File: src/dpsdsm_pkg.sv
// ----------------------------------------------------------------------------
// dpsdsm_pkg: shared types and constants of the servo map block
// widths, register indexes, reset values, queue depths and the payload
// structures that travel between the front, the queues and the back
// ----------------------------------------------------------------------------
package dpsdsm_pkg;

  // field widths
  localparam int unsigned SAMPLE_W = 12;
  localparam int unsigned TICK_W   = 10;
  localparam int unsigned DZ_W     = 8;
  localparam int unsigned CFG_W    = 12;
  localparam int unsigned IDX_W    = 3;

  // clip times tick span, before the scale-down by the full-scale value
  localparam int unsigned PROD_W = SAMPLE_W + TICK_W;

  // divide by ten through a reciprocal, exact for every 12-bit difference
  localparam int unsigned        DIV10_MULT_W = 17;
  localparam logic [16:0]        DIV10_MULT   = 17'd52429;
  localparam int unsigned        DIV10_SHIFT  = 19;
  localparam int unsigned        DIV10_PROD_W = SAMPLE_W + DIV10_MULT_W;
  localparam int unsigned        STEP_W       = 9;

  // queue depths
  localparam int unsigned MID_DEPTH  = 4;
  localparam int unsigned MID_CNT_W  = $clog2(MID_DEPTH + 1);
  localparam int unsigned OUT_DEPTH  = 8;
  localparam int unsigned OUT_CNT_W  = $clog2(OUT_DEPTH + 1);

  // register indexes on the configuration port
  typedef enum logic [IDX_W-1:0] {
    REG_PWM_MIN    = 3'd0,
    REG_PWM_MAX    = 3'd1,
    REG_DZ_LOW     = 3'd2,
    REG_DZ_HIGH    = 3'd3,
    REG_FAST_LIMIT = 3'd4,
    REG_BYP_AVG    = 3'd5,
    REG_BYP_DZ     = 3'd6
  } reg_idx_t;

  // register reset values
  localparam logic [TICK_W-1:0]   PWM_MIN_RST    = 10'd30;
  localparam logic [TICK_W-1:0]   PWM_MAX_RST    = 10'd118;
  localparam logic [DZ_W-1:0]     DZ_LOW_RST     = 8'd1;
  localparam logic [DZ_W-1:0]     DZ_HIGH_RST    = 8'd2;
  localparam logic [SAMPLE_W-1:0] FAST_LIMIT_RST = 12'd50;

  // configuration registers as seen by the datapath
  typedef struct packed {
    logic [TICK_W-1:0]   pwm_min;
    logic [TICK_W-1:0]   pwm_max;
    logic [DZ_W-1:0]     dz_low;
    logic [DZ_W-1:0]     dz_high;
    logic [SAMPLE_W-1:0] fast_limit;
    logic                byp_avg;
    logic                byp_dz;
  } cfg_t;

  // smoothed pair handed from the front to the back
  typedef struct packed {
    logic [SAMPLE_W-1:0] value_a;
    logic [SAMPLE_W-1:0] value_b;
  } mid_t;

  // one finished result
  typedef struct packed {
    logic                upd_a;
    logic [TICK_W-1:0]   ticks_a;
    logic                upd_b;
    logic [TICK_W-1:0]   ticks_b;
    logic [SAMPLE_W-1:0] avg_a;
    logic [SAMPLE_W-1:0] avg_b;
  } res_t;

endpackage

File: src/dual_pot_smooth_deadzone_servo_map_unit.sv
// Path: front stage register, middle queue, back stages 0 to 2, output queue, out_ ports.
// Throughput: one pair per clock while in_full is low; the front stage and the 4-entry middle
// queue set in_full. The 8-entry output queue keeps the back running while results wait
// to be popped. Reset (rst_n low, synchronous) empties both queues, clears ring valid bits,
// sums and reference values, and loads the register defaults; no clearing pass is needed.
// ----------------------------------------------------------------------------
// dual_pot_smooth_deadzone_servo_map_unit: dual pot smoother and servo mapper
// configuration registers, intake front, middle queue, deadband back end and
// output queue
// ----------------------------------------------------------------------------
module dual_pot_smooth_deadzone_servo_map_unit #(
  parameter int unsigned WINDOW_DEPTH   = 8,
  parameter int unsigned ADC_FULL_SCALE = 4000
) (
  input  logic                              clk,
  input  logic                              rst_n,
  input  logic                              in_push,
  output logic                              in_full,
  input  logic [dpsdsm_pkg::SAMPLE_W-1:0]   in_sample_a,
  input  logic [dpsdsm_pkg::SAMPLE_W-1:0]   in_sample_b,
  output logic                              out_empty,
  input  logic                              out_pop,
  output logic                              out_update_a,
  output logic [dpsdsm_pkg::TICK_W-1:0]     out_ticks_a,
  output logic                              out_update_b,
  output logic [dpsdsm_pkg::TICK_W-1:0]     out_ticks_b,
  output logic [dpsdsm_pkg::SAMPLE_W-1:0]   out_average_a,
  output logic [dpsdsm_pkg::SAMPLE_W-1:0]   out_average_b,
  input  logic                              cfg_we,
  input  logic [dpsdsm_pkg::IDX_W-1:0]      cfg_index,
  input  logic [dpsdsm_pkg::CFG_W-1:0]      cfg_data
);

  dpsdsm_pkg::cfg_t cfg_r, cfg_nxt;

  logic                              mid_push, mid_pop, mid_empty;
  dpsdsm_pkg::mid_t                  mid_wdata, mid_rdata;
  logic [dpsdsm_pkg::MID_CNT_W-1:0]  mid_count;
  logic                              res_push, res_pop;
  dpsdsm_pkg::res_t                  res_wdata, res_rdata;
  logic [dpsdsm_pkg::OUT_CNT_W-1:0]  res_count;

  // configuration register writes
  always_comb begin
    cfg_nxt = cfg_r;
    if (cfg_we) begin
      unique case (dpsdsm_pkg::reg_idx_t'(cfg_index))
        dpsdsm_pkg::REG_PWM_MIN:    cfg_nxt.pwm_min    = cfg_data[dpsdsm_pkg::TICK_W-1:0];
        dpsdsm_pkg::REG_PWM_MAX:    cfg_nxt.pwm_max    = cfg_data[dpsdsm_pkg::TICK_W-1:0];
        dpsdsm_pkg::REG_DZ_LOW:     cfg_nxt.dz_low     = cfg_data[dpsdsm_pkg::DZ_W-1:0];
        dpsdsm_pkg::REG_DZ_HIGH:    cfg_nxt.dz_high    = cfg_data[dpsdsm_pkg::DZ_W-1:0];
        dpsdsm_pkg::REG_FAST_LIMIT: cfg_nxt.fast_limit = cfg_data[dpsdsm_pkg::SAMPLE_W-1:0];
        dpsdsm_pkg::REG_BYP_AVG:    cfg_nxt.byp_avg    = cfg_data[0];
        dpsdsm_pkg::REG_BYP_DZ:     cfg_nxt.byp_dz     = cfg_data[0];
        default: ;
      endcase
    end
  end

  always_ff @(posedge clk) begin
    if (!rst_n) begin
      cfg_r.pwm_min    <= dpsdsm_pkg::PWM_MIN_RST;
      cfg_r.pwm_max    <= dpsdsm_pkg::PWM_MAX_RST;
      cfg_r.dz_low     <= dpsdsm_pkg::DZ_LOW_RST;
      cfg_r.dz_high    <= dpsdsm_pkg::DZ_HIGH_RST;
      cfg_r.fast_limit <= dpsdsm_pkg::FAST_LIMIT_RST;
      cfg_r.byp_avg    <= 1'b0;
      cfg_r.byp_dz     <= 1'b0;
    end else begin
      cfg_r <= cfg_nxt;
    end
  end

  // intake and averaging
  dpsdsm_front #(
    .WINDOW_DEPTH (WINDOW_DEPTH)
  ) u_front (
    .clk         (clk),
    .rst_n       (rst_n),
    .cfg         (cfg_r),
    .in_push     (in_push),
    .in_full     (in_full),
    .in_sample_a (in_sample_a),
    .in_sample_b (in_sample_b),
    .mid_count   (mid_count),
    .mid_push    (mid_push),
    .mid_data    (mid_wdata)
  );

  // queue between front and back
  dpsdsm_fifo #(
    .DEPTH (dpsdsm_pkg::MID_DEPTH),
    .WIDTH ($bits(dpsdsm_pkg::mid_t))
  ) u_mid_fifo (
    .clk   (clk),
    .rst_n (rst_n),
    .push  (mid_push),
    .wdata (mid_wdata),
    .pop   (mid_pop),
    .rdata (mid_rdata),
    .empty (mid_empty),
    .count (mid_count)
  );

  // deadband and tick mapping
  dpsdsm_back #(
    .ADC_FULL_SCALE (ADC_FULL_SCALE)
  ) u_back (
    .clk       (clk),
    .rst_n     (rst_n),
    .cfg       (cfg_r),
    .mid_empty (mid_empty),
    .mid_data  (mid_rdata),
    .mid_pop   (mid_pop),
    .out_count (res_count),
    .out_push  (res_push),
    .out_data  (res_wdata)
  );

  // output queue; a transfer out happens on pop while not empty
  assign res_pop = out_pop && !out_empty;

  dpsdsm_fifo #(
    .DEPTH (dpsdsm_pkg::OUT_DEPTH),
    .WIDTH ($bits(dpsdsm_pkg::res_t))
  ) u_out_fifo (
    .clk   (clk),
    .rst_n (rst_n),
    .push  (res_push),
    .wdata (res_wdata),
    .pop   (res_pop),
    .rdata (res_rdata),
    .empty (out_empty),
    .count (res_count)
  );

  // result ports
  assign out_update_a  = res_rdata.upd_a;
  assign out_ticks_a   = res_rdata.ticks_a;
  assign out_update_b  = res_rdata.upd_b;
  assign out_ticks_b   = res_rdata.ticks_b;
  assign out_average_a = res_rdata.avg_a;
  assign out_average_b = res_rdata.avg_b;

endmodule

File: src/dpsdsm_fifo.sv
// ----------------------------------------------------------------------------
// dpsdsm_fifo: small register queue
// first-word-fall-through queue with an occupancy count for credit checks
// ----------------------------------------------------------------------------
module dpsdsm_fifo #(
  parameter int unsigned DEPTH = 4,
  parameter int unsigned WIDTH = 24
) (
  input  logic                           clk,
  input  logic                           rst_n,
  input  logic                           push,
  input  logic [WIDTH-1:0]               wdata,
  input  logic                           pop,
  output logic [WIDTH-1:0]               rdata,
  output logic                           empty,
  output logic [$clog2(DEPTH + 1)-1:0]   count
);

  localparam int unsigned PTR_W = $clog2(DEPTH);
  localparam int unsigned CNT_W = $clog2(DEPTH + 1);

  logic [WIDTH-1:0] store_r [DEPTH];
  logic [PTR_W-1:0] wr_ptr_r, wr_ptr_nxt;
  logic [PTR_W-1:0] rd_ptr_r, rd_ptr_nxt;
  logic [CNT_W-1:0] count_r, count_nxt;

  // pointer and count update
  always_comb begin
    wr_ptr_nxt = wr_ptr_r;
    rd_ptr_nxt = rd_ptr_r;
    count_nxt  = count_r;
    if (push) begin
      wr_ptr_nxt = (wr_ptr_r == PTR_W'(DEPTH - 1)) ? '0 : wr_ptr_r + 1'b1;
    end
    if (pop) begin
      rd_ptr_nxt = (rd_ptr_r == PTR_W'(DEPTH - 1)) ? '0 : rd_ptr_r + 1'b1;
    end
    if (push && !pop) begin
      count_nxt = count_r + 1'b1;
    end else if (pop && !push) begin
      count_nxt = count_r - 1'b1;
    end
  end

  always_ff @(posedge clk) begin
    if (!rst_n) begin
      wr_ptr_r <= '0;
      rd_ptr_r <= '0;
      count_r  <= '0;
    end else begin
      wr_ptr_r <= wr_ptr_nxt;
      rd_ptr_r <= rd_ptr_nxt;
      count_r  <= count_nxt;
    end
  end

  // entry storage
  always_ff @(posedge clk) begin
    if (push) begin
      store_r[wr_ptr_r] <= wdata;
    end
  end

  assign rdata = store_r[rd_ptr_r];
  assign empty = (count_r == '0);
  assign count = count_r;

  // no overflow and no transfer out of an empty queue
  a_no_overflow : assert property (@(posedge clk) disable iff (!rst_n)
    push && !pop |-> count_r != CNT_W'(DEPTH))
    else $error("queue overflow");

  a_no_underflow : assert property (@(posedge clk) disable iff (!rst_n)
    pop |-> count_r != '0)
    else $error("queue underflow");

endmodule

File: src/dpsdsm_front.sv
// ----------------------------------------------------------------------------
// dpsdsm_front: sample intake and rolling average
// takes sample pairs, keeps the sample ring and running sums, and hands the
// averaged (or raw) pair to the middle queue through a stage register, in the cycle after it is taken and no later
// ----------------------------------------------------------------------------
module dpsdsm_front #(
  parameter int unsigned WINDOW_DEPTH = 8
) (
  input  logic                                clk,
  input  logic                                rst_n,
  input  dpsdsm_pkg::cfg_t                    cfg,
  input  logic                                in_push,
  output logic                                in_full,
  input  logic [dpsdsm_pkg::SAMPLE_W-1:0]     in_sample_a,
  input  logic [dpsdsm_pkg::SAMPLE_W-1:0]     in_sample_b,
  input  logic [dpsdsm_pkg::MID_CNT_W-1:0]    mid_count,
  output logic                                mid_push,
  output dpsdsm_pkg::mid_t                    mid_data
);

  localparam int unsigned SW        = dpsdsm_pkg::SAMPLE_W;
  localparam int unsigned SLOT_W    = $clog2(WINDOW_DEPTH);
  localparam int unsigned SUM_W     = SW + SLOT_W;
  localparam int unsigned REC_SHIFT = SUM_W + SLOT_W;
  localparam int unsigned AVG_PW    = 2 * SUM_W + 1;
  localparam logic [SUM_W:0] REC_MULT = (SUM_W + 1)'(
    ((64'd1 << REC_SHIFT) + 64'(WINDOW_DEPTH) - 64'd1) / 64'(WINDOW_DEPTH));
  localparam int unsigned CW        = dpsdsm_pkg::MID_CNT_W;

  logic                   accept;
  logic [CW:0]            credit_used;
  logic [SLOT_W-1:0]      slot_r, slot_nxt, slot_inc, rd_addr;
  logic [WINDOW_DEPTH-1:0] vld_r, vld_nxt;
  logic [2*SW-1:0]        ring_mem [WINDOW_DEPTH];
  logic [2*SW-1:0]        rd_q_r;
  logic [SW-1:0]          old_a, old_b;
  logic [SUM_W-1:0]       sum_a_r, sum_a_nxt, sum_b_r, sum_b_nxt;
  logic                   f1_vld_r;
  logic [SW-1:0]          f1_raw_a_r, f1_raw_b_r;
  logic [SUM_W-1:0]       f1_sum_a_r, f1_sum_b_r;
  logic [AVG_PW-1:0]      prod_a, prod_b;
  logic [SW-1:0]          avg_a, avg_b;

  // credit check against the middle queue, counting the item in the stage
  assign credit_used = {1'b0, mid_count} + {{CW{1'b0}}, f1_vld_r};
  assign in_full     = credit_used >= (CW + 1)'(dpsdsm_pkg::MID_DEPTH);
  assign accept      = in_push && !in_full;

  // slot walk and read-ahead address
  assign slot_inc = (slot_r == SLOT_W'(WINDOW_DEPTH - 1)) ? '0 : slot_r + 1'b1;
  assign rd_addr  = accept ? slot_inc : slot_r;

  // sample ring, read in the cycle before use
  always_ff @(posedge clk) begin
    if (accept) begin
      ring_mem[slot_r] <= {in_sample_a, in_sample_b};
    end
    rd_q_r <= ring_mem[rd_addr];
  end

  // a slot never written since reset counts as zero
  assign old_a = vld_r[slot_r] ? rd_q_r[2*SW-1:SW] : '0;
  assign old_b = vld_r[slot_r] ? rd_q_r[SW-1:0]    : '0;

  // running sums and slot state
  always_comb begin
    slot_nxt  = slot_r;
    vld_nxt   = vld_r;
    sum_a_nxt = sum_a_r;
    sum_b_nxt = sum_b_r;
    if (accept) begin
      slot_nxt         = slot_inc;
      vld_nxt[slot_r]  = 1'b1;
      sum_a_nxt        = sum_a_r - SUM_W'(old_a) + SUM_W'(in_sample_a);
      sum_b_nxt        = sum_b_r - SUM_W'(old_b) + SUM_W'(in_sample_b);
    end
  end

  always_ff @(posedge clk) begin
    if (!rst_n) begin
      slot_r   <= '0;
      vld_r    <= '0;
      sum_a_r  <= '0;
      sum_b_r  <= '0;
      f1_vld_r <= 1'b0;
    end else begin
      slot_r   <= slot_nxt;
      vld_r    <= vld_nxt;
      sum_a_r  <= sum_a_nxt;
      sum_b_r  <= sum_b_nxt;
      f1_vld_r <= accept;
    end
  end

  // stage register ahead of the average multiply
  always_ff @(posedge clk) begin
    if (accept) begin
      f1_raw_a_r <= in_sample_a;
      f1_raw_b_r <= in_sample_b;
      f1_sum_a_r <= sum_a_nxt;
      f1_sum_b_r <= sum_b_nxt;
    end
  end

  // average through the reciprocal of the window depth
  assign prod_a = AVG_PW'(f1_sum_a_r) * AVG_PW'(REC_MULT);
  assign prod_b = AVG_PW'(f1_sum_b_r) * AVG_PW'(REC_MULT);
  assign avg_a  = SW'(prod_a >> REC_SHIFT);
  assign avg_b  = SW'(prod_b >> REC_SHIFT);

  // hand-off to the middle queue
  assign mid_push         = f1_vld_r;
  assign mid_data.value_a = cfg.byp_avg ? f1_raw_a_r : avg_a;
  assign mid_data.value_b = cfg.byp_avg ? f1_raw_b_r : avg_b;

  // queued plus staged items never exceed the middle queue
  a_mid_credit : assert property (@(posedge clk) disable iff (!rst_n)
    credit_used <= (CW + 1)'(dpsdsm_pkg::MID_DEPTH))
    else $error("middle queue credit exceeded");

  // the slot just written is marked as holding a sample
  a_slot_marked : assert property (@(posedge clk) disable iff (!rst_n)
    accept |=> vld_r[$past(slot_r)])
    else $error("ring slot not marked after write");

endmodule

File: src/dpsdsm_back.sv
// ----------------------------------------------------------------------------
// dpsdsm_back: deadband decision and servo tick mapping
// pulls smoothed pairs from the middle queue, decides per channel whether the
// value moves far enough to be taken, and scales it to servo ticks
// ----------------------------------------------------------------------------
module dpsdsm_back #(
  parameter int unsigned ADC_FULL_SCALE = 4000
) (
  input  logic                              clk,
  input  logic                              rst_n,
  input  dpsdsm_pkg::cfg_t                  cfg,
  input  logic                              mid_empty,
  input  dpsdsm_pkg::mid_t                  mid_data,
  output logic                              mid_pop,
  input  logic [dpsdsm_pkg::OUT_CNT_W-1:0]  out_count,
  output logic                              out_push,
  output dpsdsm_pkg::res_t                  out_data
);

  localparam int unsigned SW     = dpsdsm_pkg::SAMPLE_W;
  localparam int unsigned TW     = dpsdsm_pkg::TICK_W;
  localparam int unsigned PW     = dpsdsm_pkg::PROD_W;
  localparam int unsigned CW     = dpsdsm_pkg::OUT_CNT_W;
  localparam int unsigned FS_W   = $clog2(ADC_FULL_SCALE);
  localparam int unsigned TS     = PW + FS_W;
  localparam int unsigned SCL_PW = 2 * PW + 1;
  localparam logic [PW:0] TM = (PW + 1)'(
    ((64'd1 << TS) + 64'(ADC_FULL_SCALE) - 64'd1) / 64'(ADC_FULL_SCALE));
  localparam logic [SW-1:0] FS_VAL = SW'(ADC_FULL_SCALE);

  // deadband test of one channel against its last taken value
  function automatic logic take_value(
    input logic [SW-1:0]  value,
    input logic [SW-1:0]  held,
    input dpsdsm_pkg::cfg_t c
  );
    logic [SW-1:0]                        diff;
    logic [dpsdsm_pkg::DIV10_PROD_W-1:0]  prod;
    logic [dpsdsm_pkg::STEP_W-1:0]        step;
    logic [dpsdsm_pkg::DZ_W-1:0]          raw_band;
    logic [dpsdsm_pkg::DZ_W-1:0]          band;
    diff     = (value > held) ? value - held : held - value;
    prod     = dpsdsm_pkg::DIV10_PROD_W'(diff) *
               dpsdsm_pkg::DIV10_PROD_W'(dpsdsm_pkg::DIV10_MULT);
    step     = dpsdsm_pkg::STEP_W'(prod >> dpsdsm_pkg::DIV10_SHIFT);
    raw_band = c.dz_high - step[dpsdsm_pkg::DZ_W-1:0];
    priority if (diff > c.fast_limit) begin
      band = c.dz_low;
    end else if (step >= {1'b0, c.dz_high}) begin
      band = c.dz_low;
    end else if (raw_band < c.dz_low) begin
      band = c.dz_low;
    end else begin
      band = raw_band;
    end
    return c.byp_dz || (diff > SW'(band));
  endfunction

  // clip to the full-scale value
  function automatic logic [SW-1:0] clip_value(input logic [SW-1:0] value);
    return (value > FS_VAL) ? FS_VAL : value;
  endfunction

  logic           up_range;
  logic [TW-1:0]  span;
  logic [CW:0]    out_used;
  logic           upd_a_nxt, upd_b_nxt;

  logic           b0_vld_r, b1_vld_r, b2_vld_r;
  logic [SW-1:0]  b0_a_r, b0_b_r;
  logic [SW-1:0]  acc_a_r, acc_b_r;
  logic           b1_upd_a_r, b1_upd_b_r;
  logic [SW-1:0]  b1_a_r, b1_b_r;
  logic [PW-1:0]  b1_prod_a_r, b1_prod_b_r;
  logic           b2_upd_a_r, b2_upd_b_r;
  logic [SW-1:0]  b2_a_r, b2_b_r;
  logic [TW-1:0]  b2_q_a_r, b2_q_b_r;
  logic [SCL_PW-1:0] scl_a, scl_b;

  // tick range direction and size
  assign up_range = cfg.pwm_max >= cfg.pwm_min;
  assign span     = up_range ? cfg.pwm_max - cfg.pwm_min : cfg.pwm_min - cfg.pwm_max;

  // pull from the middle queue only with room downstream for the result
  assign out_used = {1'b0, out_count} + (CW + 1)'(b0_vld_r) + (CW + 1)'(b1_vld_r)
                  + (CW + 1)'(b2_vld_r);
  assign mid_pop  = !mid_empty && (out_used < (CW + 1)'(dpsdsm_pkg::OUT_DEPTH));

  // deadband decisions on the staged pair
  assign upd_a_nxt = take_value(b0_a_r, acc_a_r, cfg);
  assign upd_b_nxt = take_value(b0_b_r, acc_b_r, cfg);

  // stage valids and last taken values
  always_ff @(posedge clk) begin
    if (!rst_n) begin
      b0_vld_r <= 1'b0;
      b1_vld_r <= 1'b0;
      b2_vld_r <= 1'b0;
      acc_a_r  <= '0;
      acc_b_r  <= '0;
    end else begin
      b0_vld_r <= mid_pop;
      b1_vld_r <= b0_vld_r;
      b2_vld_r <= b1_vld_r;
      if (b0_vld_r && upd_a_nxt) begin
        acc_a_r <= b0_a_r;
      end
      if (b0_vld_r && upd_b_nxt) begin
        acc_b_r <= b0_b_r;
      end
    end
  end

  // stage 0: pair from the middle queue
  always_ff @(posedge clk) begin
    if (mid_pop) begin
      b0_a_r <= mid_data.value_a;
      b0_b_r <= mid_data.value_b;
    end
  end

  // stage 1: decision flags and clip times span
  always_ff @(posedge clk) begin
    if (b0_vld_r) begin
      b1_upd_a_r  <= upd_a_nxt;
      b1_upd_b_r  <= upd_b_nxt;
      b1_a_r      <= b0_a_r;
      b1_b_r      <= b0_b_r;
      b1_prod_a_r <= PW'(clip_value(b0_a_r)) * PW'(span);
      b1_prod_b_r <= PW'(clip_value(b0_b_r)) * PW'(span);
    end
  end

  // stage 2: scale down by the full-scale value through its reciprocal
  assign scl_a = SCL_PW'(b1_prod_a_r) * SCL_PW'(TM);
  assign scl_b = SCL_PW'(b1_prod_b_r) * SCL_PW'(TM);

  always_ff @(posedge clk) begin
    if (b1_vld_r) begin
      b2_upd_a_r <= b1_upd_a_r;
      b2_upd_b_r <= b1_upd_b_r;
      b2_a_r     <= b1_a_r;
      b2_b_r     <= b1_b_r;
      b2_q_a_r   <= TW'(scl_a >> TS);
      b2_q_b_r   <= TW'(scl_b >> TS);
    end
  end

  // result assembly; ticks read zero without an update
  assign out_push         = b2_vld_r;
  assign out_data.upd_a   = b2_upd_a_r;
  assign out_data.upd_b   = b2_upd_b_r;
  assign out_data.ticks_a = !b2_upd_a_r ? '0 :
                            (up_range ? cfg.pwm_min + b2_q_a_r : cfg.pwm_min - b2_q_a_r);
  assign out_data.ticks_b = !b2_upd_b_r ? '0 :
                            (up_range ? cfg.pwm_min + b2_q_b_r : cfg.pwm_min - b2_q_b_r);
  assign out_data.avg_a   = b2_a_r;
  assign out_data.avg_b   = b2_b_r;

  // results in flight never exceed the output queue
  a_out_credit : assert property (@(posedge clk) disable iff (!rst_n)
    out_used <= (CW + 1)'(dpsdsm_pkg::OUT_DEPTH))
    else $error("output queue credit exceeded");

  // deadband bypass forces both channels to update
  a_bypass_updates : assert property (@(posedge clk) disable iff (!rst_n)
    b0_vld_r && cfg.byp_dz |=> b1_upd_a_r && b1_upd_b_r)
    else $error("deadband bypass without update");

  // a taken value on channel a becomes the new reference of that channel
  a_taken_held : assert property (@(posedge clk) disable iff (!rst_n)
    b1_vld_r && b1_upd_a_r |-> acc_a_r == b1_a_r)
    else $error("channel a reference not updated");

endmodule

File: config.mk
export PLATFORM = sky130hd
export DESIGN_NAME = dual_pot_smooth_deadzone_servo_map_unit
export DESIGN_NICKNAME = d
export VERILOG_FILES = /design/src/dpsdsm_pkg.sv /design/src/dual_pot_smooth_deadzone_servo_map_unit.sv /design/src/dpsdsm_fifo.sv /design/src/dpsdsm_front.sv /design/src/dpsdsm_back.sv
export SDC_FILE = /design/constraint.sdc
export NUM_CORES = 2
export LEC_CHECK = 0
export BUFFER_PORTS_ARGS = -buffer_cell sky130_fd_sc_hd__buf_4
export CAP_MARGIN = 15
export CORE_AREA = 2 2 409 249
export CTS_BUF_LIST = sky130_fd_sc_hd__clkbuf_8
export DETAILED_ROUTE_END_ITERATION = 6
export DIE_AREA = 0 0 411 251
export PLACE_DENSITY = 0.87
export SLEW_MARGIN = 10
export SYNTH_ARGS = -nofsm -noshare
export SYNTH_HDL_FRONTEND = slang
export SYNTH_SLANG_ARGS = --single-unit
export TNS_END_PERCENT = 10
File: constraint.sdc
create_clock -name clk -period 25 [get_ports clk]
set_clock_uncertainty 0.2 [all_clocks]
set_input_delay 3.75 -clock clk [delete_from_list [all_inputs] [get_ports clk]]
set_output_delay 3.75 -clock clk [all_outputs]
set_load 0.1 [all_outputs]
==> reports/qor.yml <==
setup_path:
  critPathRequiredTime_ns: 25.51
  reg2reg_depth: 55
  crit_type: "reg2reg"
  cp_slowest_cell: "o21ai_2"
  ff2ff_setup_slack_ns: 11.35
  crit_path_frequent_cell: "inv_1"
  crit_path_max_fanout: 12
  endpoint: "u_back.acc_b_r[10]"
  cp.arrival_ns: 14.16
  crit_cells: 55
  cp-start-kind: "register"
  reg2reg_from: "u_back.b0_b_r[0]"
  startpoint: "u_back.b0_b_r[0]"
  path_buf_inv: 7
  max_stage_delay_ns: 0.83
  end_kind: "register"
  r2r-end: "u_back.acc_b_r[10]"
  critical-path-top-delay-family: "compound AO/OA/AOI/OAI gates"
global_route:
  grt_pass1_vias: 47200
  grt_max_degree: 101
  grt.total_usage: 0.341
  grt-ovfl-total: 0
  grt_antenna_before_repair: 7
  grt_pass1_wl_um: 269000
clock_network:
  cts_buffer_depth: 3
  cts-root-buf: "clkbuf_8"
  holdBufCountCts: 0
  cts_num_sinks: 1007
  clk_latency_ns: 0.87
  cts_tree: "done"
  htreeDepth: 4
  path_clk_slew_ns: 0.07
  cts_buffers: 145
  postCtsSetupRepairBufs: 0
  cts-resized-gates: 0
placement:
  hpwl_um: 125000
  gp_congestion: 0.986
  portBuffers: 91
  place_area_sq_um: 71200
detailed_routing:
  vias: 46100
  via_per_inst: 6.15
  drt_first_pass_iters: 6
  ant_nets: 0
  wire_per_inst_um: 22.8
  drc: 0
  drt-total-wl_um: 171000
  drtIter0Drc: 5547
final_layout:
  fin_area_sq_um: 74200
  antennaDiodeCount: 0
  fillCellCount: 6137
  fin_nets: 7400
  seqCellArea_sq_um: 28600
  area_growth_pct: 7.66
  multi_input_area_sq_um: 35900
  drive_gt1_frac: 0.0976
  final_common_cell: "inv_1"
  layout_common_cells: "1100 x inv_1, 844 x edfxtp_1, 839 x ha_1"
min_path:
  hp-class: "reg2reg"
  holdPathStages: 0
die:
  coreArea_sq_um: 99500
  fp-row-count: 90
  start_util: 0.692
  die_height_um: 251
  chipWidth_um: 411
  dieArea_sq_um: 103000
  ios: 92
timing:
  finalMaxSlewViolations: 0
  rsz0062_at_grt: "no"
  fin_hold_ws_ns: 0.220
  max_slew_margin: 0.244
  hold_viol: 0
  period_needed_ns: 13.65
  clock.fmax_mhz: 73.3
  period_share: 0.546
  setup_violations: 0
  timing.setup.tns_ns: 0
  tightest_slew_ns: 1.13
synthesis:
  ys_async_sr_fraction: 0
  ys_seq_area_frac: 0.415
  ys_seq_elements: 1007
  synthCells: 5908
  synth.avg_cell_area_sq_um: 11.7
  syn-cell-area_sq_um: 68900
  yosysWarnings: 0
  synth_edf_count: 844
  synthDistinctLibCells: 77
  syn_nets: 7262
  synth_ff_type: "edfxtp_1"
run:
  max-cap-violations: 0
outcome:
  outcome: "finished, final reports clean"
[kinds of logic (layout without fill, tap and decap cells)]
logic type | after synthesis | in the layout | share of synthesized area
AO/OA/AOI/OAI | 653 | 653 | 0.0603
XOR/XNOR | 171 | 171 | 0.0222
adder cells (fa/ha/maj) | 1310 | 1310 | 0.289
buffers and inverters | 1210 | 1472 | 0.0668
flip-flops | 1007 | 1007 | 0.415
multiplexers | 267 | 267 | 0.0613
AND/OR/NAND/NOR | 1290 | 1290 | 0.0849
[metal layers]
layer	track usage	vias up	part of all wire
li1	-	20300	-
met4	0.101	6	0.029
met2	0.508	2697	0.44
met3	0.0933	393	0.12
met1	0.495	22700	0.41
met5	0	-	0.00021
[Yosys cell counts, types with 6 or more instances]
master,number,share of area
inv_1,1046,0.057
edfxtp_1,844,0.37
ha_1,839,0.15
nand2_1,551,0.030
fa_1,471,0.14
nor2_1,264,0.014
a21oi_1,212,0.015
dfxtp_1,163,0.047
nand3_1,157,0.011
o21ai_0,126,0.0092
clkbuf_1,125,0.0068
mux4_2,116,0.038
xnor2_1,107,0.014
a21o_1,104,0.011
and2_1,85,0.0077
mux2_2,76,0.012
mux2i_1,73,0.011
nor2b_1,64,0.0058
xor2_1,61,0.0078
nand2b_1,40,0.0036
nor3_1,35,0.0025
o21bai_1,28,0.0031
o211ai_1,27,0.0029
a211oi_1,25,0.0027
nand4_1,24,0.0022
a31oi_1,23,0.0021
and3_1,19,0.0017
buf_1,19,0.0010
o21a_1,19,0.0021
and4_1,13,0.0017
o31ai_1,11,0.0012
a221oi_1,10,0.0013
or2_2,9,0.00082
or3_1,8,0.00073
buf_2,7,0.00051
o2111ai_1,7,0.00089
a2111oi_0,6,0.00076
a221o_1,6,0.00087
buf_6,6,0.00098
o41ai_1,6,0.00076
[state kept, by name (all words and copies together), names as in the netlist, 22 cells and up, named ones only]
signal / cells
u_mid_fifo.store_r: 96
u_front.rd_q_r: 24
u_out_fifo.store_r: 368
u_front.ring_mem: 192
cfg_r: 50
u_back.b1_prod_b_r: 22
u_back.b1_prod_a_r: 22
[metrics by stage]
step / setup slack, ns / cells / util
after floorplan: 13.42 / 5908 / -
after global placement: 12.03 / 7232 / 0.715
after detailed placement: 11.67 / 7232 / 0.715
after CTS: 11.64 / 7503 / 0.745
after global routing: 10.71 / 7504 / 0.745
final: 11.35 / 7504 / 0.745
[final cells by class]
| cell class | count | area share |
|---|---|---|
| clock buffers | 160 | 0.0297 |
| flip-flops and latches | 1007 | 0.386 |
| well taps | 1334 | 0.0225 |
| multi-input cells | 3691 | 0.483 |
| repair buffers | 152 | 0.0157 |
| clock inverters | 111 | 0.00975 |
| inverters | 1049 | 0.0531 |
[how the worst min path moves through the flow]
stage / start / to / slack (ns)
2_1_floorplan: u_back.b1_a_r[0] / u_back.b2_a_r[0] / 0.20
3_3_place_gp: u_back.b1_upd_b_r / u_back.b2_upd_b_r / 0.21
5_1_grt: u_back.b1_a_r[7] / u_back.b2_a_r[7] / 0.24
6_report: u_back.b1_upd_b_r / u_back.b2_upd_b_r / 0.22
4_1_cts: u_back.b1_upd_b_r / u_back.b2_upd_b_r / 0.22
3_5_place_dp: u_back.b1_upd_b_r / u_back.b2_upd_b_r / 0.20
[worst register-to-register path, delay by kind of cell, from the launching register on]
kind | cells | cell delay, ns
simple gates | 9 | 1.21
compound gates | 22 | 4.95
buf+inv | 7 | 0.63
fa+ha+maj | 12 | 4.31
mux | 3 | 0.86
xor+xnor | 2 | 0.79
flops | 1 | 0.60
Power is left out: the tool's default activity adds up to more than one toggle a clock period on the data nets, which glitch-free logic cannot reach.
